### config.mk
export PLATFORM = sky130hd
export DESIGN_NAME = tli_front
export DESIGN_NICKNAME = d
export VERILOG_FILES = /design/src/design/tli_pkg.sv /design/src/design/tli_front.sv
export SDC_FILE = /design/constraint.sdc
export NUM_CORES = 1
export LEC_CHECK = 0
export ABC_AREA = 1
export BUFFER_PORTS_ARGS = -buffer_cell sky130_fd_sc_hd__buf_2
export CAP_MARGIN = 5
export CORE_MARGIN = 2
export CORE_UTILIZATION = 42
export CTS_CLUSTER_SIZE = 30
export DETAILED_ROUTE_END_ITERATION = 7
export HOLD_SLACK_MARGIN = 0.12
export PLACE_DENSITY_LB_ADDON = 0.25
export SYNTH_ARGS = -nofsm -noshare
export SYNTH_HDL_FRONTEND = slang
export SYNTH_SLANG_ARGS = --single-unit
### constraint.sdc
create_clock -name clk -period 5.6 [get_ports clk]
set_input_delay 1.12 -clock clk [delete_from_list [all_inputs] [get_ports clk]]
set_output_delay 1.12 -clock clk [all_outputs]
set_load 0.02 [all_outputs]
### src/design/tli_pkg.sv
// ----------------------------------------------------------------------------
// tli_pkg
// Shared types and constants for the table linear interpolator.
// ----------------------------------------------------------------------------
`timescale 1ns / 1ps
`default_nettype none

package tli_pkg;

  localparam int unsigned DATA_W   = 32;
  localparam int unsigned INDEX_W  = 6;
  localparam int unsigned COUNT_W  = 7;

  // Codes of the input kind field.
  localparam logic KIND_WRITE = 1'b0;
  localparam logic KIND_QUERY = 1'b1;

  // Command queue between the front and the back.
  localparam int unsigned QUEUE_DEPTH = 2;
  localparam int unsigned QPTR_W      = 1;
  localparam int unsigned QCNT_W      = 2;

  // One queued command. For a query, x carries the query abscissa.
  typedef struct packed {
    logic                 is_query;
    logic [INDEX_W-1:0]   index;
    logic [DATA_W-1:0]    x;
    logic [DATA_W-1:0]    y;
  } cmd_t;

endpackage

`default_nettype wire

### src/design/tli_front.sv
// ----------------------------------------------------------------------------
// tli_front
// Input stage: takes items, drops writes outside the table and queues the rest.
// ----------------------------------------------------------------------------
`timescale 1ns / 1ps
`default_nettype none

module tli_front
  import tli_pkg::*;
#(
  parameter int unsigned MAX_POINTS = 64
) (
  input  wire logic               clk,
  input  wire logic               rst_n,
  input  wire logic               in_valid,
  output logic                    in_ready,
  input  wire logic               in_kind,
  input  wire logic [INDEX_W-1:0] in_point_index,
  input  wire logic [DATA_W-1:0]  in_point_x,
  input  wire logic [DATA_W-1:0]  in_point_y,
  input  wire logic [DATA_W-1:0]  in_query_value,
  output logic                    push,
  output cmd_t                    push_cmd,
  input  wire logic               queue_full
);

  cmd_t stage_r;
  logic stage_valid_r;
  logic in_range;
  logic keep;

  assign in_range = (int'(in_point_index) < MAX_POINTS);
  assign keep     = (in_kind == KIND_QUERY) || in_range;
  assign push     = stage_valid_r;
  assign push_cmd = stage_r;
  assign in_ready = !stage_valid_r || !queue_full;

  always_ff @(posedge clk) begin
    if (in_valid && in_ready) begin
      stage_r.is_query <= (in_kind == KIND_QUERY);
      stage_r.index    <= in_point_index;
      stage_r.x        <= (in_kind == KIND_QUERY) ? in_query_value : in_point_x;
      stage_r.y        <= in_point_y;
    end
  end

  always_ff @(posedge clk) begin
    if (!rst_n) begin
      stage_valid_r <= 1'b0;
    end else if (in_ready) begin
      // A write to an index outside the table is consumed without effect.
      stage_valid_r <= in_valid && keep;
    end
  end

endmodule

`default_nettype wire

==> results of run 1 <==
[registers in the layout, indices dropped and copies added, names as in the netlist]
name	count
push	1
push_cmd	71
[placed cells by master (no fill, tap or decap)]
cell type / n
edfxtp_1: 71
a21oi_1: 1
dfxtp_1: 1
a21oi_4: 1
clkbuf_1: 4
clkbuf_8: 9
clkinvlp_4: 1
buf_2: 179
o21ai_2: 29
nand2_2: 2
inv_1: 34
buf_4: 2
nand2_1: 31
o21ai_0: 3
clkinv_2: 1
bufinv_16: 1
[worst max path at each step]
| stage | start | endpoint | slack (ns) | depth (start not counted) |
|---|---|---|---|---|
| 2_1_floorplan | in_valid | push_cmd[0] | 0.47 | 2 |
| 3_3_place_gp | queue_full | push_cmd[35] | 2.68 | 3 |
| 3_5_place_dp | queue_full | push_cmd[33] | 2.62 | 3 |
| 4_1_cts | queue_full | push_cmd[34] | 2.98 | 3 |
| 5_1_grt | in_valid | push_cmd[63] | 2.88 | 4 |
| 6_report | queue_full | in_ready | 2.98 | 3 |
[cell families (layout without fill, tap and decap cells)]
kind of cell	after synthesis	count (layout)	share of synthesized area, %
flip-flops	72	72	77.2
buffers and inverters	41	231	8.13
AO/OA/AOI/OAI	34	34	10.0
AND/OR/NAND/NOR	33	33	4.62
[where the power goes]
part	switching, mW	internal, mW	leakage [nW]
logic	0.100	0.0620	1.06
registers	0.00754	0.635	0.699
clock network	0.173	0.206	0.0876
[layer usage]
layer | part of all wire (%) | global-route usage, % | vias to the layer above
met4 | 2.0 | 9.38 | 0
met3 | 14 | 7.30 | 10
met5 | 0 | 0 | -
met1 | 38 | 18.7 | 859
li1 | - | - | 987
met2 | 46 | 24.3 | 134
[worst register-to-register path, stage by stage, from the launching register on]
cell	delay, ns
dfxtp_1	0.34
a21oi_4	0.71
buf_4	0.60
[final cells by class]
class                           instances  share of cell area, %
Inverter                               34                   3.28
Sequential cell                        72                   55.4
Tap cell                               77                   2.48
Multi-Input combinational cell         67                   10.8
Clock inverter                          3                   1.09
Clock buffer                           13                   3.57
Timing Repair Buffer                  181                   23.4
[metrics by stage]
step           hold slack, ns  util [%]  worst slack, ns  power, mW  instance area (sq um)
6_report                0.534      60.9             2.98       1.18                   3890
5_1_grt                 0.565      60.9             2.88       1.24                   3890
4_1_cts                 0.524      60.9             2.98       1.20                   3890
3_5_place_dp            0.514      58.0             2.62      0.819                   3710
3_3_place_gp            0.500      58.0             2.68      0.817                   3710
2_1_floorplan           0.700         -            0.474      0.752                   2790
[cell usage after synthesis (all sizes together)]
library cell and count:
inv 34, dfxtp 1, edfxtp 71, o21ai 32
a21oi 2, buf 7, nand2 33
==> results by group, run 1 <==
Floorplanning
  • I/O pin cnt: 180
  • Initial Util: 43.6%
  • Die X: 85.5 um
  • Rows: 29
  • Chip height: around 85 um
  • Die Area: about 0.0073 sq mm
  • Core footprint: 0.00639 sq mm

GRT
  • Vias in the first global route: 1,914
  • Grt ovf: 0
  • Global Route Usage Sum: 16.0%
  • First-pass GRT wire length: roughly 9000 um
  • Antenna violations before repair: 0
  • Largest net degree at the start of global routing: 66

Final layout
  • Storage cell area: 0.00215 sq mm
  • Final cell count without fillers: 447
  • Multi-input gate area: around 420 sq um
  • Nets: around 470
  • Share of cells above drive strength 1: 60.8%
  • Area growth, synth to finish: 39.5%
  • ANT cells: 0
  • Layout fillers: 546

Hold path
  • HP Start: push
  • Hold Crit Depth: 2
  • Class of the most critical hold timing path: flip-flop to flip-flop
  • Hold Path End: push

CTS
  • Root Buffer: clkbuf_8
  • CTS Sinks: 72
  • Maximum clock path buffer count: 2
  • CTS tree: done
  • Worst-path clk slew: 0.07 ns
  • Worst-Skew Late Latency: 0.33 ns
  • Hold_buf cts: 0
  • Number of H-tree levels: 3
  • Post-CTS sizing: 0
  • Post-CTS setup repair buffer count: 0
  • Cts bufs inserted: 9

STA
  • RSZ-0062 raised after global routing: no
  • Max-slew violation count: 0
  • Fmax: 0.382 GHz
  • Final min period: 2.62 ns
  • TNS Setup: 0 ns
  • # setup viols final: 0
  • Final hold violation count: 0
  • Final period util: 46.7%
  • Slew headroom: 41.1%
  • Slew @ Worst Pin: 0.881 ns
  • Clock Skew: ~0.0042 ns

Setup path
  • WS Path Type: input pin to primary output
  • Crit-path max cell delay: between 0.15 and 0.2 ns
  • Cell with the most instances on the worst path: buf_2
  • Worst EP required: 4.48 ns
  • Reg-to-reg startpoint: push
  • Worst-case reg-to-reg path depth: 2
  • Crit start category: input pin
  • R2R Setup Slk: ~3.6 ns
  • Critical Path AT: 1.50 ns
  • Worst path cell trace: buf_2, nand2_1, buf_2
  • Critical-path top delay cell: buf_2
  • Crit path max-delay family: buffers and inverters
  • Worst setup EP type: primary output
  • Buf/Inv on CP: 2
  • Worst Path Max Fanout: 2
  • RR Endpoint: push_cmd[8]

Drt
  • # DRC: 0
  • Via density: 4.45
  • DR WL/cell: about 13 um
  • Routed vias: 1,990
  • Routed WL: 5690 um
  • Post-DRT Antenna Nets: 0
  • TritonRoute pass-1 iters: 4
  • First DRT Iteration DRCs: a little under 90

Yosys
  • Synth Register Bits: 72
  • Post-synth cell types: 11
  • Top cell type's share of synthesized area: 76.5%
  • Post-Synthesis Cells: 180
  • Syn_nets: 287
  • Yosys warning count: 0
  • Sequential share of the synthesized area: 77.2%
  • Synth area leader: edfxtp_1
  • Area contributors post-synth: edfxtp_1 (77%), o21ai_2 (9.1%), inv_1 (4.6%)
  • Synthesized area: 0.00279 sq mm
  • Synth Area per Inst: 15.5 sq um

Job
  • Number of max-cap violations: 0

Placement
  • Gpl congestion: roughly 0.7
  • Hpwl dp: 4340 um
  • Port-buffer cells: 179
  • Dpl cells: 431

Power and ir drop
  • P per Cell Area: 304 mW/mm^2
  • Peak VDD IR: 0.000182 V
  • Leak: 1.84 nW

Outcome
  • Status: finished, final reports clean
(Power assumes the default switching activity.)
==> run 2, diff against run 1 <==
- clock period: 5.6 -> 2.5 ns (I/O delays scaled with it)
==> run 2 against run 1 <==
Global-route usage grew 0.45 points. Core utilization grew 1.3 points. Worst hold slack lost 0.19 ns. Via count grew 0.75%. Sequential power grew 120%. Power grew 140%.
==> results by group, run 2 (same netlist as run 1, synthesis figures left out) <==
GRT
  • Vias in the first global route: 2,011
  • Global-route met1 utilization: approximately a fifth
  • GR Util met3: 6.23%
  • GRT Max-Usage Layer: met2
  • Met2 Use GR: roughly 27%
  • Antenna violations before repair: 0
  • First-pass GRT wire length: 9110 um
  • Global Route Usage Sum: about 16%
  • Largest net degree at the start of global routing: between 40 and 50
  • Grt ovf: 0

Floorplanning
  • Initial Util: 43.6%
  • Core footprint: roughly 0.0064 sq mm
  • I/O pin cnt: 180
  • Die Area: 0.00730 sq mm
  • Die X: 85.5 um
  • Chip height: 85.5 um
  • Rows: 29

CTS
  • Maximum clock path buffer count: 2
  • Worst-Skew Late Latency: 0.33 ns
  • Cts bufs inserted: 9
  • CTS Sinks: 72
  • Post-CTS sizing: 0
  • Root Buffer: clkbuf_8
  • Number of H-tree levels: 3
  • Hold_buf cts: 0
  • Post-CTS setup repair buffer count: 0
  • CTS tree: done
  • Worst-path clk slew: 0.07 ns

Final layout
  • ANT cells: 0
  • Area growth, synth to finish: 42.4%
  • Most frequent cells in the layout: buf_2 (179), edfxtp_1 (71), inv_1 (34)
  • Post-Route Utilization: 62.1%
  • Share of cells above drive strength 1: 61.6%
  • Finished Cell Area: 0.00397 sq mm
  • Nets: 474
  • Layout fillers: about 540
  • Max reg flops: 71
  • Final cell count without fillers: 449
  • Most common cell after layout, fill and taps aside: buf_2

Outcome
  • Status: finished, final reports clean

STA
  • Final period util: 58.4%
  • Slew headroom: 63.6%
  • Final min period: 1.46 ns
  • RSZ-0062 raised after global routing: no
  • Final hold violation count: 0
  • # setup viols final: 0
  • Fmax: 0.685 GHz
  • Slew @ Worst Pin: about 0.55 ns
  • Max-slew violation count: 0
  • TNS Setup: 0 ns
  • Clock Skew: between 0.006 and 0.007 ns

Hold path
  • Class of the most critical hold timing path: input pin to flip-flop

Power and ir drop
  • P per Cell Area: 724 mW/mm^2
  • Peak VDD IR: 0.000496 V
  • Tot Pwr: 2.87 mW
  • Leak: 1.89 nW

Drt
  • DR WL/cell: 12.9 um
  • Routed vias: roughly 2k
  • Via density: ~4.5
  • Post-DRT Antenna Nets: 0
  • Routed WL: 5810 um
  • TritonRoute pass-1 iters: 4
  • # DRC: 0
  • First DRT Iteration DRCs: 91

Placement
  • Port-buffer cells: 179
  • Hpwl dp: around 4500 um
  • Gpl congestion: 0.786
  • Dpl cells: 433
  • Area after DPL: 0.00373 sq mm

Setup path
  • Worst Path Max Fanout: 3
  • R2R Setup Slk: 1.17 ns
  • WS Path Type: flip-flop to primary output
  • Crit start category: flip-flop
  • Reg-to-reg startpoint: push
  • Worst EP required: around 2.0 ns
  • RR Endpoint: push_cmd[52]
  • Crit path capture: in_ready
  • Worst setup EP type: primary output
  • Worst-case reg-to-reg path depth: 2
  • Worst setup path start: push
  • Critical Path AT: between 0.9 and 1 ns

Job
  • Number of max-cap violations: 0
run 2: cell types whose count changed in the layout (fill, tap and decap cells not counted):
cell,change
clkinvlp_4,-1
clkbuf_1,-3
clkinv_4,+1
buf_4,+1
buf_12,+1
bufinv_16,+2
clkinv_1,+1
run 2: layout make-up:
type | instances | area (sq um) | area share, %
clock buffer | 10 | 128 | 3.22
multi-input combinational | 67 | 419 | 10.6
sequential | 72 | 2150 | 54.2
clock inverter | 6 | 108 | 2.71
tap | 77 | 96.3 | 2.43
timing repair buffer | 183 | 938 | 23.6
inverter | 34 | 128 | 3.22
run 2: metrics by stage:
step                hold WS (ns)  setup WS (ns)
floorplan                  0.599          0.351
global placement           0.509          0.887
detailed placement         0.511          0.854
CTS                        0.319           1.02
global route               0.315          0.979
finish                     0.339           1.04
run 2: power breakdown:
part | internal (mW) | total (mW) | switching (mW)
clock | 0.660 | 1.07 | 0.406
sequential | 1.42 | 1.44 | 0.0180
combinational | 0.143 | 0.370 | 0.226
run 2: worst min-delay path by stage:
| stage | to | depth (start not counted) | slack, ns | startpoint |
|---|---|---|---|---|
| 2_1_floorplan | push_cmd[0] | 0 | 0.60 | in_point_y[0] |
| 3_3_place_gp | push | 2 | 0.51 | push |
| 3_5_place_dp | push | 2 | 0.51 | push |
| 4_1_cts | push_cmd[25] | 1 | 0.32 | in_point_y[25] |
| 5_1_grt | push_cmd[12] | 1 | 0.31 | in_point_y[12] |
| 6_report | push_cmd[25] | 1 | 0.34 | in_point_y[25] |
run 2: per-layer routing:
| metal | up-vias | wire length (um) |
|---|---|---|
| li1 | 990 | - |
| met1 | 884 | 2280 |
| met2 | 121 | 2740 |
| met3 | 10 | 687 |
| met4 | 0 | 103 |
| met5 | - | 0 |
run 2: worst max-delay path: stages, from the launching register on:
cell and delay, ns:
dfxtp_1 0.39, nand2_1 0.08, buf_2 0.16
