$ cat src/design/tli_pkg.sv
// ----------------------------------------------------------------------------
// tli_pkg
// Shared types and constants for the table linear interpolator.
// ----------------------------------------------------------------------------
`timescale 1ns / 1ps
`default_nettype none

package tli_pkg;

  localparam int unsigned DATA_W   = 32;
  localparam int unsigned INDEX_W  = 6;
  localparam int unsigned COUNT_W  = 7;

  // Codes of the input kind field.
  localparam logic KIND_WRITE = 1'b0;
  localparam logic KIND_QUERY = 1'b1;

  // Command queue between the front and the back.
  localparam int unsigned QUEUE_DEPTH = 2;
  localparam int unsigned QPTR_W      = 1;
  localparam int unsigned QCNT_W      = 2;

  // One queued command. For a query, x carries the query abscissa.
  typedef struct packed {
    logic                 is_query;
    logic [INDEX_W-1:0]   index;
    logic [DATA_W-1:0]    x;
    logic [DATA_W-1:0]    y;
  } cmd_t;

endpackage

`default_nettype wire

$ cat src/design/tli_fifo.sv
// ----------------------------------------------------------------------------
// tli_fifo
// Short command queue that lets the front and the back stall independently.
// ----------------------------------------------------------------------------
`timescale 1ns / 1ps
`default_nettype none

module tli_fifo
  import tli_pkg::*;
(
  input  wire logic clk,
  input  wire logic rst_n,
  input  wire logic push,
  input  wire cmd_t push_cmd,
  output logic      full,
  input  wire logic pop,
  output cmd_t      head_cmd,
  output logic      head_valid
);

  cmd_t              slot_r [QUEUE_DEPTH];
  logic [QPTR_W-1:0] wr_ptr_r;
  logic [QPTR_W-1:0] rd_ptr_r;
  logic [QCNT_W-1:0] count_r;
  logic              do_push;
  logic              do_pop;

  assign full       = (count_r == QCNT_W'(QUEUE_DEPTH));
  assign head_valid = (count_r != '0);
  assign head_cmd   = slot_r[rd_ptr_r];
  assign do_push    = push && !full;
  assign do_pop     = pop && head_valid;

  always_ff @(posedge clk) begin
    if (do_push) begin
      slot_r[wr_ptr_r] <= push_cmd;
    end
  end

  always_ff @(posedge clk) begin
    if (!rst_n) begin
      wr_ptr_r <= '0;
      rd_ptr_r <= '0;
      count_r  <= '0;
    end else begin
      if (do_push) begin
        wr_ptr_r <= wr_ptr_r + QPTR_W'(1);
      end
      if (do_pop) begin
        rd_ptr_r <= rd_ptr_r + QPTR_W'(1);
      end
      case ({do_push, do_pop})
        2'b10:   count_r <= count_r + QCNT_W'(1);
        2'b01:   count_r <= count_r - QCNT_W'(1);
        default: count_r <= count_r;
      endcase
    end
  end

  a_count_bounded: assert property (@(posedge clk) disable iff (!rst_n)
    count_r <= QCNT_W'(QUEUE_DEPTH))
    else $error("command queue count beyond depth");

endmodule

`default_nettype wire

$ cat config.mk
export PLATFORM = sky130hd
export DESIGN_NAME = tli_fifo
export DESIGN_NICKNAME = d
export VERILOG_FILES = /design/src/design/tli_pkg.sv /design/src/design/tli_fifo.sv
export SDC_FILE = /design/constraint.sdc
export NUM_CORES = 1
export LEC_CHECK = 0
export CAP_MARGIN = 20
export CELL_PAD_IN_SITES_DETAIL_PLACEMENT = 1
export CELL_PAD_IN_SITES_GLOBAL_PLACEMENT = 2
export CORE_ASPECT_RATIO = 0.75
export CORE_MARGIN = 2
export CORE_UTILIZATION = 25
export CTS_CLUSTER_SIZE = 25
export DETAILED_ROUTE_END_ITERATION = 8
export DONT_BUFFER_PORTS = 1
export GPL_TIMING_DRIVEN = 0
export PLACE_DENSITY = 0.59
export RECOVER_POWER = 100
export SYNTH_ARGS = -nofsm -noshare
export SYNTH_HDL_FRONTEND = slang
export SYNTH_SLANG_ARGS = --single-unit
$ cat constraint.sdc
create_clock -name clk -period 7.9 [get_ports clk]
set_clock_uncertainty 0.1 [all_clocks]
set_input_delay 0 -clock clk [delete_from_list [all_inputs] [get_ports clk]]
set_output_delay 0 -clock clk [all_outputs]
set_load 0.02 [all_outputs]
==> results of run 1 <==
[cells in the mapped netlist]
master | instances | area (um^2)
edfxtp_1 | 142 | 4264
and3_1 | 1 | 6.260
mux2_2 | 71 | 799.5
or2_2 | 1 | 6.260
ha_1 | 1 | 12.51
a21boi_1 | 2 | 15.01
o21a_1 | 1 | 7.510
nor2b_1 | 2 | 12.51
or3_1 | 2 | 12.51
inv_1 | 2 | 7.510
o21ai_0 | 2 | 10.01
xnor2_1 | 3 | 26.28
nand2_1 | 1 | 3.750
and2_1 | 1 | 6.260
dfxtp_1 | 5 | 100.1
inv_2 | 1 | 3.750
buf_2 | 8 | 40.04
nand2b_2 | 1 | 8.760
[cell type report]
cell class	count	area (um^2)
Fill cell	2108	14020
Sequential cell	147	4364
Multi-Input combinational cell	89	927.1
Timing Repair Buffer	77	758.2
Clock buffer	19	432.9
Tap cell	288	360.3
Clock inverter	13	158.9
Buffer	8	30.03
Inverter	3	12.51
Antenna cell	1	2.502
[worst min-delay path by stage]
| stage | to | from | slack, ps | cells after the start |
|---|---|---|---|---|
| 2_1_floorplan | slot_r[0][0]$_DFFE_PP_ | push_cmd[0] | -1 | 0 |
| 3_3_place_gp | slot_r[1][12]$_DFFE_PP_ | push_cmd[12] | -1 | 0 |
| 3_5_place_dp | slot_r[0][38]$_DFFE_PP_ | push_cmd[38] | -1 | 0 |
| 4_1_cts | slot_r[1][65]$_DFFE_PP_ | push | 30 | 1 |
| 5_1_grt | slot_r[0][15]$_DFFE_PP_ | push_cmd[15] | 120 | 1 |
| 6_report | slot_r[0][37]$_DFFE_PP_ | push_cmd[37] | 130 | 1 |
[worst max-delay path, stage by stage (launching register included)]
cell,delay [ps]
dfxtp_1,410
nand2b_2,170
inv_1,130
or3_1,380
clkinvlp_2,900
clkbuf_1,1840
[kinds of logic after synthesis]
kind of cell,count (synthesis)
muxes,71
buffers and inverters,11
adders and majority gates,1
DFF,147
and+or+nand+nor,9
xor gates and xnor gates,3
AOI/OAI and AO/OA,5
[per-layer routing]
metal	GRT usage	wire length, um	up-vias
li1	-	-	1166
met1	0.1062	4375	1284
met2	0.1675	5396	92
met3	0.05150	937	13
met4	0.03689	145	0
met5	0	0	-
[report_power, final]
group          switching (uW)  internal, uW  total [uW]  leakage, uW
combinational             383           161         544     0.000664
clock                     315           497         812     0.000285
sequential               26.5           991        1020      0.00137
total                     725          1650        2370      0.00232
[cells in the final DEF (no fill, tap or decap), types with 3 or more instances in the layout]
cell type	synthesis	final
clkinv_2	0	3
mux2_2	71	8
dfxtp_1	5	5
bufinv_16	0	3
edfxtp_1	142	142
mux2_1	0	63
clkbuf_16	0	17
xnor2_1	3	3
clkbuf_1	0	12
dlygate4sd3_1	0	75
[registers in the layout, summed over array words and instances, names as in the netlist, named ones only]
name and count:
wr_ptr_r 1, rd_ptr_r 1, slot_r 142, count_r 2
[metrics by stage]
step | setup slack, ps | instance area, um^2 | total power [uW] | cells | hold slack [ps]
final | 3501 | 7047 | 2374 | 645 | 132.6
after global routing | 3032 | 7047 | 2490 | 645 | 119.0
after CTS | 5664 | 7101 | 2470 | 644 | 30.96
after detailed placement | 5672 | 5758 | 1600 | 537 | -1.044
after global placement | 4063 | 5703 | 1585 | 535 | -1.041
after floorplan | 5052 | 5343 | 1488 | 247 | -1.131
==> flow_metrics.py, run 1 <==
metrics = {
    "run_status": {
        "status": "complete, but fails checks",
        "violations": "capacitance limit, slew limit",
    },
    "yosys": {
        "synthDistinctLibCells": 18,
        "yosysWarnings": 0,
        "yosysSeqAreaShare": 0.8169,
        "synthesis.nets": 323,
        "synthXorXnorAreaFrac": 0.004918,
        "synthAdderAreaFrac": 0.002342,
        "synth_top_family_by_area": "multiplexers",
        "synth_compound_area_frac": 0.006089,
        "synth.avg_cell_area_um2": 21.63,
        "netlist_instances": 247,
        "ys_ff_latch": 147,
        "synth_area_mm2": 0.005343,
        "yosys.area_share.simple": 0.01054,
        "synthMuxAreaShare": 0.1496,
    },
    "placement": {
        "io_buffers": 0,
        "hpwl_mm": 6.782,
        "gp_congestion": 0.6529,
    },
    "global_routing": {
        "grt_use_total": 0.09860,
        "grt_first_pass_wirelength_mm": 16.50,
        "grt-ovfl-total": 0,
        "grt_start_max_net_pins": 42,
        "antenna_found_initial": 1,
        "grt_pass1_vias": 2857,
    },
    "power_and_ir_drop": {
        "power-per-cell-area_mw_per_mm2": 336.9,
        "power.leakage_uw": 0.002319,
        "vdd_drop_max_v": 0.0001288,
    },
    "clock_network": {
        "post_cts_resized": 0,
        "cts_sinks": 147,
        "cts_tree": "yes",
        "path_clk_slew_ps": 60,
        "clock_latency_ps": 410,
        "cts_buffer_depth": 2,
        "htreeDepth": 4,
        "postCtsSetupBuffers": 0,
        "cts_hold_buffers": 75,
        "root_buffer": "clkbuf_16",
        "cts_buffers": 17,
    },
    "floorplan": {
        "start_util": 0.2536,
        "core_area_mm2": 0.02107,
        "ios": 148,
        "dieArea_mm2": 0.02257,
        "row_count": 46,
        "die_w_um": 172.8,
        "die_h_um": 130.6,
    },
    "sta": {
        "rsz0062_at_grt": "no",
        "final-hold-violation-count": 0,
        "finalMaxSlewViolations": 116,
        "fmax_ghz": 0.2273,
        "slew_headroom": -0.6700,
        "setup_violations": 0,
        "post-route-period-util": 0.5569,
        "tns_ps": 0,
        "worstMarginPinSlew_ps": 2505,
        "period_needed_ps": 4399,
    },
    "critical_path": {
        "endpoint": "slot_r[0][53]$_DFFE_PP_",
        "worstReg2RegEnd": "slot_r[0][53]$_DFFE_PP_",
        "startpoint": "count_r[0]$_SDFFE_PN0P_",
        "worstReg2RegStart": "count_r[0]$_SDFFE_PN0P_",
        "cp-end-kind": "register",
        "r2r_slack_ps": 3500,
        "worstSetupPathType": "register to register",
        "crit_arrival_ps": 4280,
        "worstSetupStartpointType": "register",
        "rr_worst_depth": 5,
        "critPathMaxFanout": 41,
        "cp.required_ps": 7780,
    },
    "route": {
        "wl_per_cell_um": 16.83,
        "via_per_inst": 3.961,
        "via_count": 2555,
        "postRouteAntennaNets": 0,
        "wirelength_mm": 10.85,
        "first_pass_iters": 4,
        "drt_iter0_drc": 115,
        "drc": 0,
    },
    "worst_hold_path": {
        "hold_path.class": "primary input to register",
    },
    "finish": {
        "fin_util": 0.3345,
        "final_layout_size_suffix_gt1_frac": 0.1124,
        "fin_nets": 419,
        "area_growth_pct": 31.90,
    },
    "flow_run": {
        "drv_cap": 4,
    },
}
(Power assumes the default switching activity.)
==> inputs of run 2 (changes only) <==
--- a/config.mk
+++ b/config.mk
@@ -15,7 +15,7 @@
 export DETAILED_ROUTE_END_ITERATION = 8
 export DONT_BUFFER_PORTS = 1
 export GPL_TIMING_DRIVEN = 0
-export PLACE_DENSITY = 0.59
+export PLACE_DENSITY = 0.61
 export RECOVER_POWER = 100
 export SYNTH_ARGS = -nofsm -noshare
 export SYNTH_HDL_FRONTEND = slang
==> constraint.sdc (replaced) <==
create_clock -name clk -period 3.55 [get_ports clk]
set_clock_uncertainty 0.1 [all_clocks]
set_input_delay 0 -clock clk [delete_from_list [all_inputs] [get_ports clk]]
set_output_delay 0 -clock clk [all_outputs]
set_load 0.02 [all_outputs]
==> run 2 against run 1 <==
Against the previous run: the flow still finishes with violations (capacitance limit, slew limit); register-to-register slack got worse by 2600 ps; non-clock buffer count stayed put; global-route usage fell by 0.11 points; fmax rose by 69%; largest power group unchanged.
==> flow_metrics.py, run 2 (synthesized netlist as in run 1, its figures left out) <==
metrics = {
    "sta": {
        "rsz0062_at_grt": "no",
        "setup_violations": 0,
        "slew_headroom": -0.08275,
        "period_needed_ps": 2605,
        "final-hold-violation-count": 0,
        "worstMarginPinSlew_ps": 1624,
        "fmax_ghz": 0.3838,
        "finalMaxSlewViolations": 31,
        "holdWs_ps": 135.5,
        "post-route-period-util": 0.7339,
    },
    "clock_network": {
        "path_clk_slew_ps": 60,
        "post_cts_resized": 0,
        "cts_hold_buffers": 75,
        "cts_buffers": 17,
        "postCtsSetupBuffers": 0,
        "clock_latency_ps": 410,
        "cts_tree": "yes",
        "cts_buffer_depth": 2,
        "root_buffer": "clkbuf_16",
        "htreeDepth": 4,
        "cts_sinks": 147,
    },
    "floorplan": {
        "die_w_um": 172.8,
        "start_util": 0.2536,
        "ios": 148,
        "core_area_mm2": 0.02107,
        "dieArea_mm2": 0.02257,
        "row_count": 46,
        "die_h_um": 130.6,
    },
    "finish": {
        "largest_reg_flops": 142,
        "mostFrequentLayoutCells": "edfxtp_1 (142), dlygate4sd3_1 (75), mux2_1 (63)",
        "area_growth_pct": 32.55,
        "layout_commonest_cell": "edfxtp_1",
        "top_register": "slot_r",
        "top_regs": "slot_r: 142 flops, count_r: 2 flops",
        "fin_util": 0.3362,
        "final_layout_size_suffix_gt1_frac": 0.1236,
        "fillerInstances": 2123,
        "design_area_mm2": 0.007082,
        "fin_nets": 419,
    },
    "worst_hold_path": {
        "holdCritStartpoint": "push_cmd[26]",
        "hold_end": "slot_r[1][26]$_DFFE_PP_",
        "hold_path.class": "primary input to register",
        "holdPathStages": 1,
    },
    "power_and_ir_drop": {
        "vdd_drop_max_v": 0.0002561,
        "power_frac_clock": 0.330,
        "sw_frac_of_total": 0.3186,
        "power.leakage_uw": 0.002335,
        "switchingPower_uw": 1662,
        "power-per-cell-area_mw_per_mm2": 736.6,
        "internal-power_uw": 3555,
        "comb_power_share": 0.239,
        "sequentialPowerShare": 0.431,
    },
    "placement": {
        "io_buffers": 0,
        "gp_congestion": 0.6672,
        "dpl_cell_area_mm2": 0.005766,
        "hpwl_mm": 6.939,
    },
    "global_routing": {
        "grt_use_total": 0.09749,
        "grt_pass1_vias": 2810,
        "grt_first_pass_wirelength_mm": 16.29,
        "antenna_found_initial": 2,
        "grt_start_max_net_pins": 42,
        "grt-ovfl-total": 0,
    },
    "route": {
        "via_count": 2565,
        "via_per_inst": 3.964,
        "drc": 0,
        "drt_iter0_drc": 114,
        "wl_per_cell_um": 16.74,
        "first_pass_iters": 3,
        "postRouteAntennaNets": 0,
        "wirelength_mm": 10.83,
    },
    "critical_path": {
        "rr_worst_depth": 3,
        "crit_arrival_ps": 2600,
        "worstSetupPathType": "register to register",
        "worstSetupStartpointType": "register",
        "worstReg2RegStart": "count_r[0]$_SDFFE_PN0P_",
        "critPathMaxFanout": 41,
        "worstReg2RegEnd": "slot_r[1][45]$_DFFE_PP_",
        "cp.required_ps": 3540,
        "r2r_slack_ps": 940,
        "cp-end-kind": "register",
    },
    "flow_run": {
        "drv_cap": 1,
    },
    "run_status": {
        "status": "complete, but fails checks",
        "violations": "capacitance limit, slew limit",
    },
}
run 2: power groups by stage:
stage	Sequential, uW	Combinational [uW]	Clock, uW
finish	2250	1240	1720
global route	2280	1340	1840
CTS	2250	1370	1780
detailed placement	2290	1270	0
global placement	2300	1230	0
floorplan	2280	1030	0
run 2: final cells by class:
class	instances	area (um^2)	area share
flip-flops and latches	147	4364	0.6163
plain buffers	8	30.03	0.004240
repair buffers	77	805.8	0.1138
inverters	3	13.76	0.001943
clock inverters	15	147.6	0.02085
multi-input cells	89	927.1	0.1309
well taps	288	360.3	0.05088
diodes	3	7.507	0.001060
clock buffers	17	425.4	0.06007
run 2: per-layer routing:
metal | wire length (um) | vias up | part of all wire | global-route usage
li1 | - | 1172 | - | -
met1 | 4309 | 1295 | 0.40 | 0.1074
met2 | 5458 | 88 | 0.50 | 0.1649
met3 | 940 | 10 | 0.087 | 0.05093
met4 | 123 | 0 | 0.011 | 0.03141
met5 | 0 | - | 0 | 0
run 2: worst max path at each step:
stage | depth (start not counted) | slack, ps | endpoint | startpoint
3_3_place_gp | 2 | -240 | slot_r[1][6]$_DFFE_PP_ | count_r[0]$_SDFFE_PN0P_
4_1_cts | 5 | 1350 | slot_r[0][42]$_DFFE_PP_ | count_r[0]$_SDFFE_PN0P_
3_5_place_dp | 5 | 1370 | slot_r[0][7]$_DFFE_PP_ | count_r[0]$_SDFFE_PN0P_
6_report | 3 | 940 | slot_r[1][45]$_DFFE_PP_ | count_r[0]$_SDFFE_PN0P_
2_1_floorplan | 4 | 700 | slot_r[0][0]$_DFFE_PP_ | count_r[0]$_SDFFE_PN0P_
5_1_grt | 3 | 720 | slot_r[1][45]$_DFFE_PP_ | count_r[0]$_SDFFE_PN0P_
run 2: per-stage QoR:
stage / worst slack [ps] / power [uW] / cells / setup TNS [ps]
6_report: 944.7 / 5217 / 647 / 0
5_1_grt: 723.7 / 5458 / 646 / 0
4_1_cts: 1350 / 5403 / 644 / 0
3_5_place_dp: 1370 / 3566 / 537 / 0
3_3_place_gp: -243.9 / 3532 / 535 / -29310
2_1_floorplan: 702.2 / 3311 / 247 / 0
run 2: critical path: stages (launching register included):
cell	delay [ps]
dfxtp_1	410
nand2b_2	170
and3_1	1250
buf_16	320
